--- src/design/rds_pkg.sv ---
// Shared types and constants for the reliable datagram sequencer.
package rds_pkg;

    localparam int unsigned SEQ_W  = 31;
    localparam int unsigned CNT_W  = 32;
    localparam int unsigned LEN_W  = 14;
    localparam int unsigned DATA_W = 32;
    localparam int unsigned ADDR_W = 3;

    localparam logic [LEN_W-1:0] HDR_BYTES       = 14'd8;
    localparam logic [LEN_W-1:0] MAX_MESSAGE     = 14'd8192;
    localparam logic [LEN_W-1:0] MAX_PKT_RESET   = 14'd8200;
    localparam logic [ADDR_W-1:0] ADDR_MAX_PACKET = 3'd0;

    localparam logic ACT_TX = 1'b0;
    localparam logic ACT_RX = 1'b1;

    typedef enum logic [2:0] {
        ST_SENT       = 3'd0,
        ST_FATAL      = 3'd1,
        ST_ACCEPTED   = 3'd2,
        ST_WRONG_ADDR = 3'd3,
        ST_STALE      = 3'd4
    } t_status;

    typedef struct packed {
        logic             action;
        logic [LEN_W-1:0] pending_bytes;
        logic             pending_overflowed;
        logic [LEN_W-1:0] unreliable_bytes;
        logic             from_remote;
        logic [31:0]      rx_seq_word;
        logic [31:0]      rx_ack_word;
    } t_item;

    typedef struct packed {
        t_status          status;
        logic [31:0]      hdr_seq_word;
        logic [31:0]      hdr_ack_word;
        logic [LEN_W-1:0] reliable_sent_bytes;
        logic             unreliable_included;
        logic [LEN_W-1:0] packet_bytes;
        logic             took_pending;
        logic [SEQ_W-1:0] packets_lost;
        logic             reliable_idle;
        logic [CNT_W-1:0] drop_total;
        logic [CNT_W-1:0] good_total;
    } t_result;

    typedef struct packed {
        logic [SEQ_W-1:0] out_seq;
        logic [SEQ_W-1:0] in_seq;
        logic [SEQ_W-1:0] last_rel_seq;
        logic [SEQ_W-1:0] peer_ack_seq;
        logic             rel_bit;
        logic             in_rel_bit;
        logic             peer_ack_bit;
        logic             fatal_flag;
        logic [LEN_W-1:0] outstanding_len;
        logic [CNT_W-1:0] drop_cnt;
        logic [CNT_W-1:0] good_cnt;
    } t_state;

endpackage

--- src/design/rds_cfg.sv ---
// APB configuration register file: packet capacity.
module rds_cfg (
    input  logic                          i_clk,
    input  logic                          i_rst_n,
    input  logic                          psel,
    input  logic                          penable,
    input  logic                          pwrite,
    input  logic [rds_pkg::ADDR_W-1:0]    paddr,
    input  logic [rds_pkg::DATA_W-1:0]    pwdata,
    output logic [rds_pkg::DATA_W-1:0]    prdata,
    output logic                          pready,
    output logic [rds_pkg::LEN_W-1:0]     o_max_packet_bytes
);

    logic [rds_pkg::LEN_W-1:0] r_max_packet_bytes;
    logic [rds_pkg::LEN_W-1:0] n_max_packet_bytes;
    logic                      wr_hit;

    assign pready = 1'b1;
    assign wr_hit = psel && penable && pwrite && (paddr == rds_pkg::ADDR_MAX_PACKET);

    always_comb begin
        n_max_packet_bytes = r_max_packet_bytes;
        if (wr_hit) begin
            n_max_packet_bytes = pwdata[rds_pkg::LEN_W-1:0];
        end
    end

    always_ff @(posedge i_clk) begin
        if (!i_rst_n) begin
            r_max_packet_bytes <= rds_pkg::MAX_PKT_RESET;
        end else begin
            r_max_packet_bytes <= n_max_packet_bytes;
        end
    end

    always_comb begin
        prdata = '0;
        if (paddr == rds_pkg::ADDR_MAX_PACKET) begin
            prdata = {{(rds_pkg::DATA_W-rds_pkg::LEN_W){1'b0}}, r_max_packet_bytes};
        end
    end

    assign o_max_packet_bytes = r_max_packet_bytes;

endmodule

--- src/design/rds_step.sv ---
// Per-item step logic: builds the result and the next channel state.
module rds_step (
    input  rds_pkg::t_item              i_item,
    input  rds_pkg::t_state             i_state,
    input  logic [rds_pkg::LEN_W-1:0]   i_max_packet_bytes,
    output rds_pkg::t_result            o_result,
    output rds_pkg::t_state             o_next_state
);

    rds_pkg::t_state           n_st;
    rds_pkg::t_result          res;
    logic                      send;
    logic [rds_pkg::LEN_W-1:0] pend_sat;
    logic [rds_pkg::LEN_W-1:0] used_base;
    logic [rds_pkg::LEN_W:0]   used_total;
    logic [rds_pkg::SEQ_W-1:0] rx_seq;
    logic [rds_pkg::SEQ_W-1:0] gap;

    assign pend_sat = (i_item.pending_bytes > rds_pkg::MAX_MESSAGE) ?
                      rds_pkg::MAX_MESSAGE : i_item.pending_bytes;
    assign rx_seq   = i_item.rx_seq_word[rds_pkg::SEQ_W-1:0];
    assign gap      = rx_seq - i_state.in_seq - {{(rds_pkg::SEQ_W-1){1'b0}}, 1'b1};

    always_comb begin
        n_st       = i_state;
        res        = '0;
        res.status = rds_pkg::ST_SENT;
        send       = 1'b0;
        used_base  = rds_pkg::HDR_BYTES;
        used_total = '0;
        case (i_item.action)
            rds_pkg::ACT_TX: begin
                if (i_item.pending_overflowed) begin
                    n_st.fatal_flag = 1'b1;
                    res.status      = rds_pkg::ST_FATAL;
                end else begin
                    // resend when the peer acked past our last reliable packet with the other ack bit
                    send = (i_state.peer_ack_seq > i_state.last_rel_seq) &&
                           (i_state.peer_ack_bit != i_state.rel_bit);
                    if ((i_state.outstanding_len == '0) && (i_item.pending_bytes != '0)) begin
                        n_st.outstanding_len = pend_sat;
                        n_st.rel_bit         = ~i_state.rel_bit;
                        send                 = 1'b1;
                        res.took_pending     = 1'b1;
                    end
                    res.hdr_seq_word = {send, i_state.out_seq};
                    res.hdr_ack_word = {i_state.in_rel_bit, i_state.in_seq};
                    n_st.out_seq     = i_state.out_seq + {{(rds_pkg::SEQ_W-1){1'b0}}, 1'b1};
                    if (send) begin
                        used_base               = rds_pkg::HDR_BYTES + n_st.outstanding_len;
                        res.reliable_sent_bytes = n_st.outstanding_len;
                        n_st.last_rel_seq       = n_st.out_seq;
                    end
                    used_total = {1'b0, used_base} + {1'b0, i_item.unreliable_bytes};
                    if (used_total <= {1'b0, i_max_packet_bytes}) begin
                        res.unreliable_included = 1'b1;
                        res.packet_bytes        = used_total[rds_pkg::LEN_W-1:0];
                    end else begin
                        res.packet_bytes        = used_base;
                    end
                    res.status = rds_pkg::ST_SENT;
                end
            end
            rds_pkg::ACT_RX: begin
                if (!i_item.from_remote) begin
                    res.status = rds_pkg::ST_WRONG_ADDR;
                end else if (rx_seq <= i_state.in_seq) begin
                    res.status = rds_pkg::ST_STALE;
                end else begin
                    if (gap != '0) begin
                        n_st.drop_cnt = i_state.drop_cnt + 32'd1;
                    end
                    if (i_item.rx_ack_word[31] == i_state.rel_bit) begin
                        n_st.outstanding_len = '0;
                    end
                    n_st.in_seq       = rx_seq;
                    n_st.peer_ack_seq = i_item.rx_ack_word[rds_pkg::SEQ_W-1:0];
                    n_st.peer_ack_bit = i_item.rx_ack_word[31];
                    if (i_item.rx_seq_word[31]) begin
                        n_st.in_rel_bit = ~i_state.in_rel_bit;
                    end
                    n_st.good_cnt    = i_state.good_cnt + 32'd1;
                    res.packets_lost = gap;
                    res.status       = rds_pkg::ST_ACCEPTED;
                end
            end
            default: begin
            end
        endcase
        res.reliable_idle = (n_st.outstanding_len == '0);
        res.drop_total    = n_st.drop_cnt;
        res.good_total    = n_st.good_cnt;
    end

    assign o_result     = res;
    assign o_next_state = n_st;

endmodule

--- src/design/reliable_datagram_sequencer.sv ---
// Datapath: an accepted item is registered in the input register, then its result in the
// result register. Throughput: one item per cycle while i_out_stall is low; the step logic
// between the two registers reads and updates the channel state in the same cycle.
// Reset (synchronous, active low): all sequence, ack and counter state cleared,
// both pipeline registers emptied, packet capacity set to 8200 bytes.
// Top level: reliable datagram sequencer channel with APB configuration.
module reliable_datagram_sequencer (
    input  logic                          i_clk,
    input  logic                          i_rst_n,
    input  logic                          psel,
    input  logic                          penable,
    input  logic                          pwrite,
    input  logic [rds_pkg::ADDR_W-1:0]    paddr,
    input  logic [rds_pkg::DATA_W-1:0]    pwdata,
    output logic [rds_pkg::DATA_W-1:0]    prdata,
    output logic                          pready,
    input  logic                          i_in_valid,
    output logic                          o_in_stall,
    input  logic                          i_action,
    input  logic [rds_pkg::LEN_W-1:0]     i_pending_bytes,
    input  logic                          i_pending_overflowed,
    input  logic [rds_pkg::LEN_W-1:0]     i_unreliable_bytes,
    input  logic                          i_from_remote,
    input  logic [31:0]                   i_rx_seq_word,
    input  logic [31:0]                   i_rx_ack_word,
    output logic                          o_out_valid,
    input  logic                          i_out_stall,
    output logic [2:0]                    o_status,
    output logic [31:0]                   o_hdr_seq_word,
    output logic [31:0]                   o_hdr_ack_word,
    output logic [rds_pkg::LEN_W-1:0]     o_reliable_sent_bytes,
    output logic                          o_unreliable_included,
    output logic [rds_pkg::LEN_W-1:0]     o_packet_bytes,
    output logic                          o_took_pending,
    output logic [rds_pkg::SEQ_W-1:0]     o_packets_lost,
    output logic                          o_reliable_idle,
    output logic [rds_pkg::CNT_W-1:0]     o_drop_total,
    output logic [rds_pkg::CNT_W-1:0]     o_good_total
);

    logic [rds_pkg::LEN_W-1:0] max_packet_bytes;

    logic             r_in_valid;
    logic             n_in_valid;
    rds_pkg::t_item   r_in_item;
    rds_pkg::t_item   n_in_item;
    logic             r_out_valid;
    logic             n_out_valid;
    rds_pkg::t_result r_out_result;
    rds_pkg::t_result n_out_result;
    rds_pkg::t_state  r_state;
    rds_pkg::t_state  n_state;

    rds_pkg::t_item   in_item;
    rds_pkg::t_result step_result;
    rds_pkg::t_state  step_state;
    logic             in_take;
    logic             advance;
    logic             out_take;

    rds_cfg u_cfg (
        .i_clk              (i_clk),
        .i_rst_n            (i_rst_n),
        .psel               (psel),
        .penable            (penable),
        .pwrite             (pwrite),
        .paddr              (paddr),
        .pwdata             (pwdata),
        .prdata             (prdata),
        .pready             (pready),
        .o_max_packet_bytes (max_packet_bytes)
    );

    rds_step u_step (
        .i_item             (r_in_item),
        .i_state            (r_state),
        .i_max_packet_bytes (max_packet_bytes),
        .o_result           (step_result),
        .o_next_state       (step_state)
    );

    assign in_item.action             = i_action;
    assign in_item.pending_bytes      = i_pending_bytes;
    assign in_item.pending_overflowed = i_pending_overflowed;
    assign in_item.unreliable_bytes   = i_unreliable_bytes;
    assign in_item.from_remote        = i_from_remote;
    assign in_item.rx_seq_word        = i_rx_seq_word;
    assign in_item.rx_ack_word        = i_rx_ack_word;

    // item moves into the result register when that register is empty or draining
    assign out_take   = r_out_valid && !i_out_stall;
    assign advance    = r_in_valid && (!r_out_valid || !i_out_stall);
    assign o_in_stall = r_in_valid && !advance;
    assign in_take    = i_in_valid && !o_in_stall;

    always_comb begin
        n_in_valid   = r_in_valid;
        n_in_item    = r_in_item;
        n_out_valid  = r_out_valid;
        n_out_result = r_out_result;
        n_state      = r_state;
        if (advance) begin
            n_in_valid = 1'b0;
        end
        if (in_take) begin
            n_in_valid = 1'b1;
            n_in_item  = in_item;
        end
        if (out_take) begin
            n_out_valid = 1'b0;
        end
        if (advance) begin
            n_out_valid  = 1'b1;
            n_out_result = step_result;
            n_state      = step_state;
        end
    end

    always_ff @(posedge i_clk) begin
        if (!i_rst_n) begin
            r_in_valid  <= 1'b0;
            r_out_valid <= 1'b0;
            r_state     <= '0;
        end else begin
            r_in_valid  <= n_in_valid;
            r_out_valid <= n_out_valid;
            r_state     <= n_state;
        end
    end

    always_ff @(posedge i_clk) begin
        r_in_item    <= n_in_item;
        r_out_result <= n_out_result;
    end

    assign o_out_valid           = r_out_valid;
    assign o_status              = r_out_result.status;
    assign o_hdr_seq_word        = r_out_result.hdr_seq_word;
    assign o_hdr_ack_word        = r_out_result.hdr_ack_word;
    assign o_reliable_sent_bytes = r_out_result.reliable_sent_bytes;
    assign o_unreliable_included = r_out_result.unreliable_included;
    assign o_packet_bytes        = r_out_result.packet_bytes;
    assign o_took_pending        = r_out_result.took_pending;
    assign o_packets_lost        = r_out_result.packets_lost;
    assign o_reliable_idle       = r_out_result.reliable_idle;
    assign o_drop_total          = r_out_result.drop_total;
    assign o_good_total          = r_out_result.good_total;

    a_outstanding_bounded: assert property (@(posedge i_clk) disable iff (!i_rst_n)
        r_state.outstanding_len <= rds_pkg::MAX_MESSAGE)
        else $error("outstanding length above message limit");

    a_fatal_sticky: assert property (@(posedge i_clk) disable iff (!i_rst_n)
        r_state.fatal_flag |=> r_state.fatal_flag)
        else $error("fatal flag cleared without reset");

    a_good_only_on_accept: assert property (@(posedge i_clk) disable iff (!i_rst_n)
        (advance && (step_result.status != rds_pkg::ST_ACCEPTED)) |=>
        $stable(r_state.good_cnt))
        else $error("good count moved on a non-accepted item");

    a_state_only_on_advance: assert property (@(posedge i_clk) disable iff (!i_rst_n)
        !advance |=> $stable(r_state))
        else $error("channel state changed with no item in step");

    a_result_matches_state: assert property (@(posedge i_clk) disable iff (!i_rst_n)
        advance |=> (r_out_result.good_total == r_state.good_cnt) &&
                    (r_out_result.drop_total == r_state.drop_cnt))
        else $error("result counters differ from state");

endmodule

--- config.mk ---
export PLATFORM = sky130hd
export DESIGN_NAME = reliable_datagram_sequencer
export DESIGN_NICKNAME = d
export VERILOG_FILES = /design/src/design/rds_pkg.sv /design/src/design/rds_cfg.sv /design/src/design/rds_step.sv /design/src/design/reliable_datagram_sequencer.sv
export SDC_FILE = /design/constraint.sdc
export NUM_CORES = 1
export LEC_CHECK = 0
export BUFFER_PORTS_ARGS = -buffer_cell sky130_fd_sc_hd__buf_2
export CORE_ASPECT_RATIO = 1.75
export CORE_MARGIN = 1
export CORE_UTILIZATION = 45
export CTS_BUF_LIST = sky130_fd_sc_hd__clkbuf_4 sky130_fd_sc_hd__clkbuf_8
export CTS_CLUSTER_DIAMETER = 150
export DETAILED_ROUTE_END_ITERATION = 8
export PLACE_DENSITY_LB_ADDON = 0.12
export SYNTH_ARGS = -nofsm -noshare
export SYNTH_HDL_FRONTEND = slang
export SYNTH_SLANG_ARGS = --single-unit
--- constraint.sdc ---
create_clock -name i_clk -period 6.8 [get_ports i_clk]
set_clock_uncertainty 0.2 [all_clocks]
set_input_delay 0.34 -clock i_clk [delete_from_list [all_inputs] [get_ports i_clk]]
set_output_delay 0.34 -clock i_clk [all_outputs]
set_load 0.005 [all_outputs]
==> run summary <==
STATUS
----------------------------------------------------------------------------------------
Result of the run ......................................................... finished clean

CLOCK NETWORK
----------------------------------------------------------------------------------------
Reg clk slew, reported paths ..............................................      0.07 ns
Total number of clock tree sinks ..........................................          509
Total clock buffers created by CTS ........................................           78
Longest Clk Path Bufs .....................................................            3
Root Driver ............................................................... sky130_fd_sc_hd__clkbuf_8
TritonCTS clock tree ......................................................        built
H-tree depth ..............................................................            3
Clock insertion delay at the later pin of the skew report .................      0.65 ns

SYNTH
----------------------------------------------------------------------------------------
Proportion of netlist area held by the largest area contributor ...........        35.3%
Cell variety after synth ..................................................           81
Yosys top cell by area .................................................... sky130_fd_sc_hd__edfxtp_1
Sequential-to-total area share from yosys stat ............................        53.3%
Number of standard cells after synthesis ..................................         2460
Post-synth EDFFs ..........................................................          288
Cell Area, Synth ..........................................................    24500 um2
Mean instance size in the synthesized netlist .............................     9.97 um2
Total of warnings raised by yosys .........................................            0
Share of synthesized flip-flops with an asynchronous set or reset .........           0%
Largest cells by area after synthesis ..................................... sky130_fd_sc_hd__edfxtp_1, sky130_fd_sc_hd__dfxtp_1, sky130_fd_sc_hd__ha_1
Synthesized flop and latch total ..........................................          509
Top flip-flop cell by instance count after synthesis ...................... sky130_fd_sc_hd__edfxtp_1

PWR
----------------------------------------------------------------------------------------
Worst ir drop on vdd ......................................................   0.000197 V
Combinational share of power ..............................................        12.9%
Internal power of the cells ...............................................      5.21 mW
Pwr Density ...............................................................   239 nW/um2
Net switching share of the total power ....................................        26.2%
Leakage power figure ......................................................      11.3 nW
Reported net switching power ..............................................      1.85 mW
Proportion of power drawn by flip-flops and latches .......................        48.5%
Clock network power share .................................................        38.5%

FLOORPLANNING
----------------------------------------------------------------------------------------
Die W .....................................................................       178 um
Die height ................................................................       311 um
Number of standard-cell rows in the floorplan .............................          112
Initial standard-cell utilization of the core .............................        45.8%
IO Pins ...................................................................          365
CORE AREA .................................................................    53500 um2
Floorplan die area ........................................................    55500 um2

ROUTE
----------------------------------------------------------------------------------------
Detailed-route DRC error count ............................................            0
Sum of routed wire length over all layers .................................     67400 um
DR iter-0 viols ...........................................................         1165
First-pass iteration count of the detailed router .........................            5
Via-to-Cell Ratio .........................................................         5.39
WL/cell ...................................................................      18.6 um
Total via count in the routed design ......................................        19570
Number of nets with antenna violations after detailed routing .............            0

GLOBAL ROUTE
----------------------------------------------------------------------------------------
First-pass GRT wire length ................................................    105000 um
Number of antenna violations at the first check in global routing .........            2
Grt ovf ...................................................................            0
Largest net degree at the start of global routing .........................          108
Number of global-route vias before repair .................................        19934
Overall global routing resource usage .....................................        24.2%

TIMING
----------------------------------------------------------------------------------------
Final Max Tran Viols ......................................................            0
Worst slew margin .........................................................        31.1%
Actual slew at the worst max-slew pin .....................................      1.03 ns
Number of failing setup endpoints in the final timing report ..............            0
Setup Total Neg Slack .....................................................         0 ns
Fmax achieved .............................................................    0.154 GHz
Time the final worst path needs with I/O delays and setup .................      6.49 ns
Final number of hold-violating endpoints ..................................            0
Period utilisation layout .................................................        95.5%

PLACEMENT
----------------------------------------------------------------------------------------
Post-placement cell count .................................................         3370
Global placer's final weighted congestion .................................        0.951
Count of input and output buffers .........................................          327
Total half-perimeter wirelength after legalization and detailed placement .     47100 um

CELLS AND AREA
----------------------------------------------------------------------------------------
Ratio of cells with drive above 1 in the final layout .....................        18.5%
Area added between synthesis and finish ...................................        20.4%
Final cell count without fillers ..........................................         3630
Final net count ...........................................................         3115
Fillcell total ............................................................         4763

JOB
----------------------------------------------------------------------------------------
Max Cap Viol ..............................................................            0

WORST HOLD PATH
----------------------------------------------------------------------------------------
Kind of path behind the tightest hold check ............................... input port to register

SETUP PATH
----------------------------------------------------------------------------------------
Max incr delay on CP ......................................................      0.41 ns
Kind of start point of the critical path ..................................     register
Crit Path Class ........................................................... register to register
Arr. time, crit path ......................................................      6.66 ns
Max FO, Critical Path .....................................................            8
Worst endpoint required time ..............................................      6.97 ns
Nature of the critical path endpoint ......................................     register
Slowest stage cell, crit path ............................................. sky130_fd_sc_hd__o41a_1

[final cells by class]
type,count,area [um2],area share (%)
clock inverters,45,383,1.30
diodes,1,2.50,0.00848
flip-flops and latches,509,13100,44.3
inverters,113,434,1.47
multi-input cells,1706,10500,35.5
repair buffers,473,3010,10.2
clock buffers,99,1270,4.32
well taps,684,856,2.90
[flip-flops by register name (all words and copies together), names as in the netlist]
signal                    cells
o_drop_total                 32
o_good_total                 32
o_hdr_ack_word               32
o_hdr_seq_word               32
o_out_valid                   1
o_packet_bytes               14
o_packets_lost               31
o_reliable_idle               1
o_reliable_sent_bytes        14
o_status                      3
o_took_pending                1
o_unreliable_included         1
r_in_item                    95
r_in_valid                    1
r_state                     205
u_cfg.o_max_packet_bytes     14
[cells by family after synthesis]
logic type | count (synthesis) | synth area share, %
muxes | 30 | 1.23
other | 2 | 0.0306
adders and majority gates | 97 | 5.01
and+or+nand+nor | 961 | 18.7
DFF | 509 | 53.3
xor gates and xnor gates | 171 | 6.11
buffers and inverters | 263 | 4.52
AOI/OAI and AO/OA | 427 | 11.1
[synth_stat cells (7+ instances only)]
library cell               number
sky130_fd_sc_hd__dfxtp_1      221
sky130_fd_sc_hd__o31ai_1       14
sky130_fd_sc_hd__o211ai_1      13
sky130_fd_sc_hd__nand2_1      276
sky130_fd_sc_hd__buf_2         18
sky130_fd_sc_hd__edfxtp_1     288
sky130_fd_sc_hd__buf_4         20
sky130_fd_sc_hd__or4_1         18
sky130_fd_sc_hd__nand2b_1      28
sky130_fd_sc_hd__buf_1         11
sky130_fd_sc_hd__and2_1        63
sky130_fd_sc_hd__inv_1        112
sky130_fd_sc_hd__o21ai_0       63
sky130_fd_sc_hd__a21oi_1      171
sky130_fd_sc_hd__and3_1        36
sky130_fd_sc_hd__mux2i_1       28
sky130_fd_sc_hd__nor4_1        27
sky130_fd_sc_hd__or2_2         13
sky130_fd_sc_hd__o311ai_0       8
sky130_fd_sc_hd__o21bai_1       7
sky130_fd_sc_hd__o21a_1        14
sky130_fd_sc_hd__a211oi_1      23
sky130_fd_sc_hd__a21o_1        27
sky130_fd_sc_hd__or3_1         14
sky130_fd_sc_hd__xor2_1        81
sky130_fd_sc_hd__xnor2_1       90
sky130_fd_sc_hd__o41ai_1        9
sky130_fd_sc_hd__nor2_1       279
sky130_fd_sc_hd__clkbuf_1      98
sky130_fd_sc_hd__nand3_1       68
sky130_fd_sc_hd__nor3_1        57
sky130_fd_sc_hd__and4_1        10
sky130_fd_sc_hd__a31oi_1       23
sky130_fd_sc_hd__nor2b_1       10
sky130_fd_sc_hd__ha_1          95
sky130_fd_sc_hd__nand4_1       37
sky130_fd_sc_hd__nor3b_1       10
[layout by cell type, fill, tap and decap left out, types with 26 or more instances in the layout]
cell type,instances
sky130_fd_sc_hd__buf_2,327
sky130_fd_sc_hd__edfxtp_1,288
sky130_fd_sc_hd__nor2_1,276
sky130_fd_sc_hd__nand2_1,275
sky130_fd_sc_hd__dfxtp_1,221
sky130_fd_sc_hd__a21oi_1,170
sky130_fd_sc_hd__dlygate4sd3_1,112
sky130_fd_sc_hd__inv_1,111
sky130_fd_sc_hd__ha_1,95
sky130_fd_sc_hd__xnor2_1,89
sky130_fd_sc_hd__clkbuf_8,85
sky130_fd_sc_hd__xor2_1,81
sky130_fd_sc_hd__nand3_1,68
sky130_fd_sc_hd__and2_1,63
sky130_fd_sc_hd__o21ai_0,60
sky130_fd_sc_hd__nor3_1,56
sky130_fd_sc_hd__nand4_1,37
sky130_fd_sc_hd__and3_1,36
sky130_fd_sc_hd__buf_4,34
sky130_fd_sc_hd__mux2i_1,28
sky130_fd_sc_hd__a21o_1,27
sky130_fd_sc_hd__nand2b_1,27
sky130_fd_sc_hd__nor4_1,26
[routing by layer]
layer	share of wire (%)	up-vias	GRT usage, %
met5	0.019	-	0
met4	3.6	2	10.1
met3	5.8	157	4.57
met2	52	634	44.9
met1	38	9292	26.3
li1	-	9485	-
[final timing paths]
path                              startpoint                     endpoint  slack (ns)  cells past startpoint
worst min register to register  r_state[173]                 r_state[173]        0.25                      2
worst max-delay path            r_state[114]            o_packet_bytes[1]        0.31                     31
worst min-delay path                 i_rst_n  u_cfg.o_max_packet_bytes[3]        0.13                      3
worst max register to register  r_state[114]            o_packet_bytes[1]        0.31                     31
[power by group through the flow]
stage	sequential [mW]	clock (mW)	combinational, mW
finish	3.42	2.72	0.914
CTS	3.43	2.80	0.895
detailed placement	3.49	0	0.841
floorplan	3.50	0	0.539
global route	3.43	2.92	1.01
global placement	3.49	0	0.823
[critical path, delay by kind of cell, from the launching register on]
kind,cells,cell delay [ns]
AOI/OAI and AO/OA,14,3.14
xor gates and xnor gates,1,0.20
adders and majority gates,4,1.01
buffers and inverters,3,0.29
DFF,1,0.33
muxes,1,0.25
and+or+nand+nor,8,0.79
[through the flow]
stage               hold WS [ns]  utilization (%)  power, mW  instance area [um2]  worst slack (ns)
CTS                       0.0993             55.0       7.12                29400            0.0774
finish                     0.130             55.1       7.06                29500             0.305
global placement           0.241             49.8       4.31                26700             0.284
global route               0.145             55.1       7.36                29500           -0.0874
floorplan                  0.236                -       4.04                24600             0.212
detailed placement         0.246             49.8       4.33                26700            0.0992
[what timing repair did]
action / 4_1_cts / 5_1_grt
setup buffers: 0 / 2
hold buffers: 112 / 0
hold endpoints to repair: 111 / 0
gates resized for setup: 0 / 10
setup endpoints to repair: 0 / 15
No activity file was read; power rests on OpenSTA's default activity.
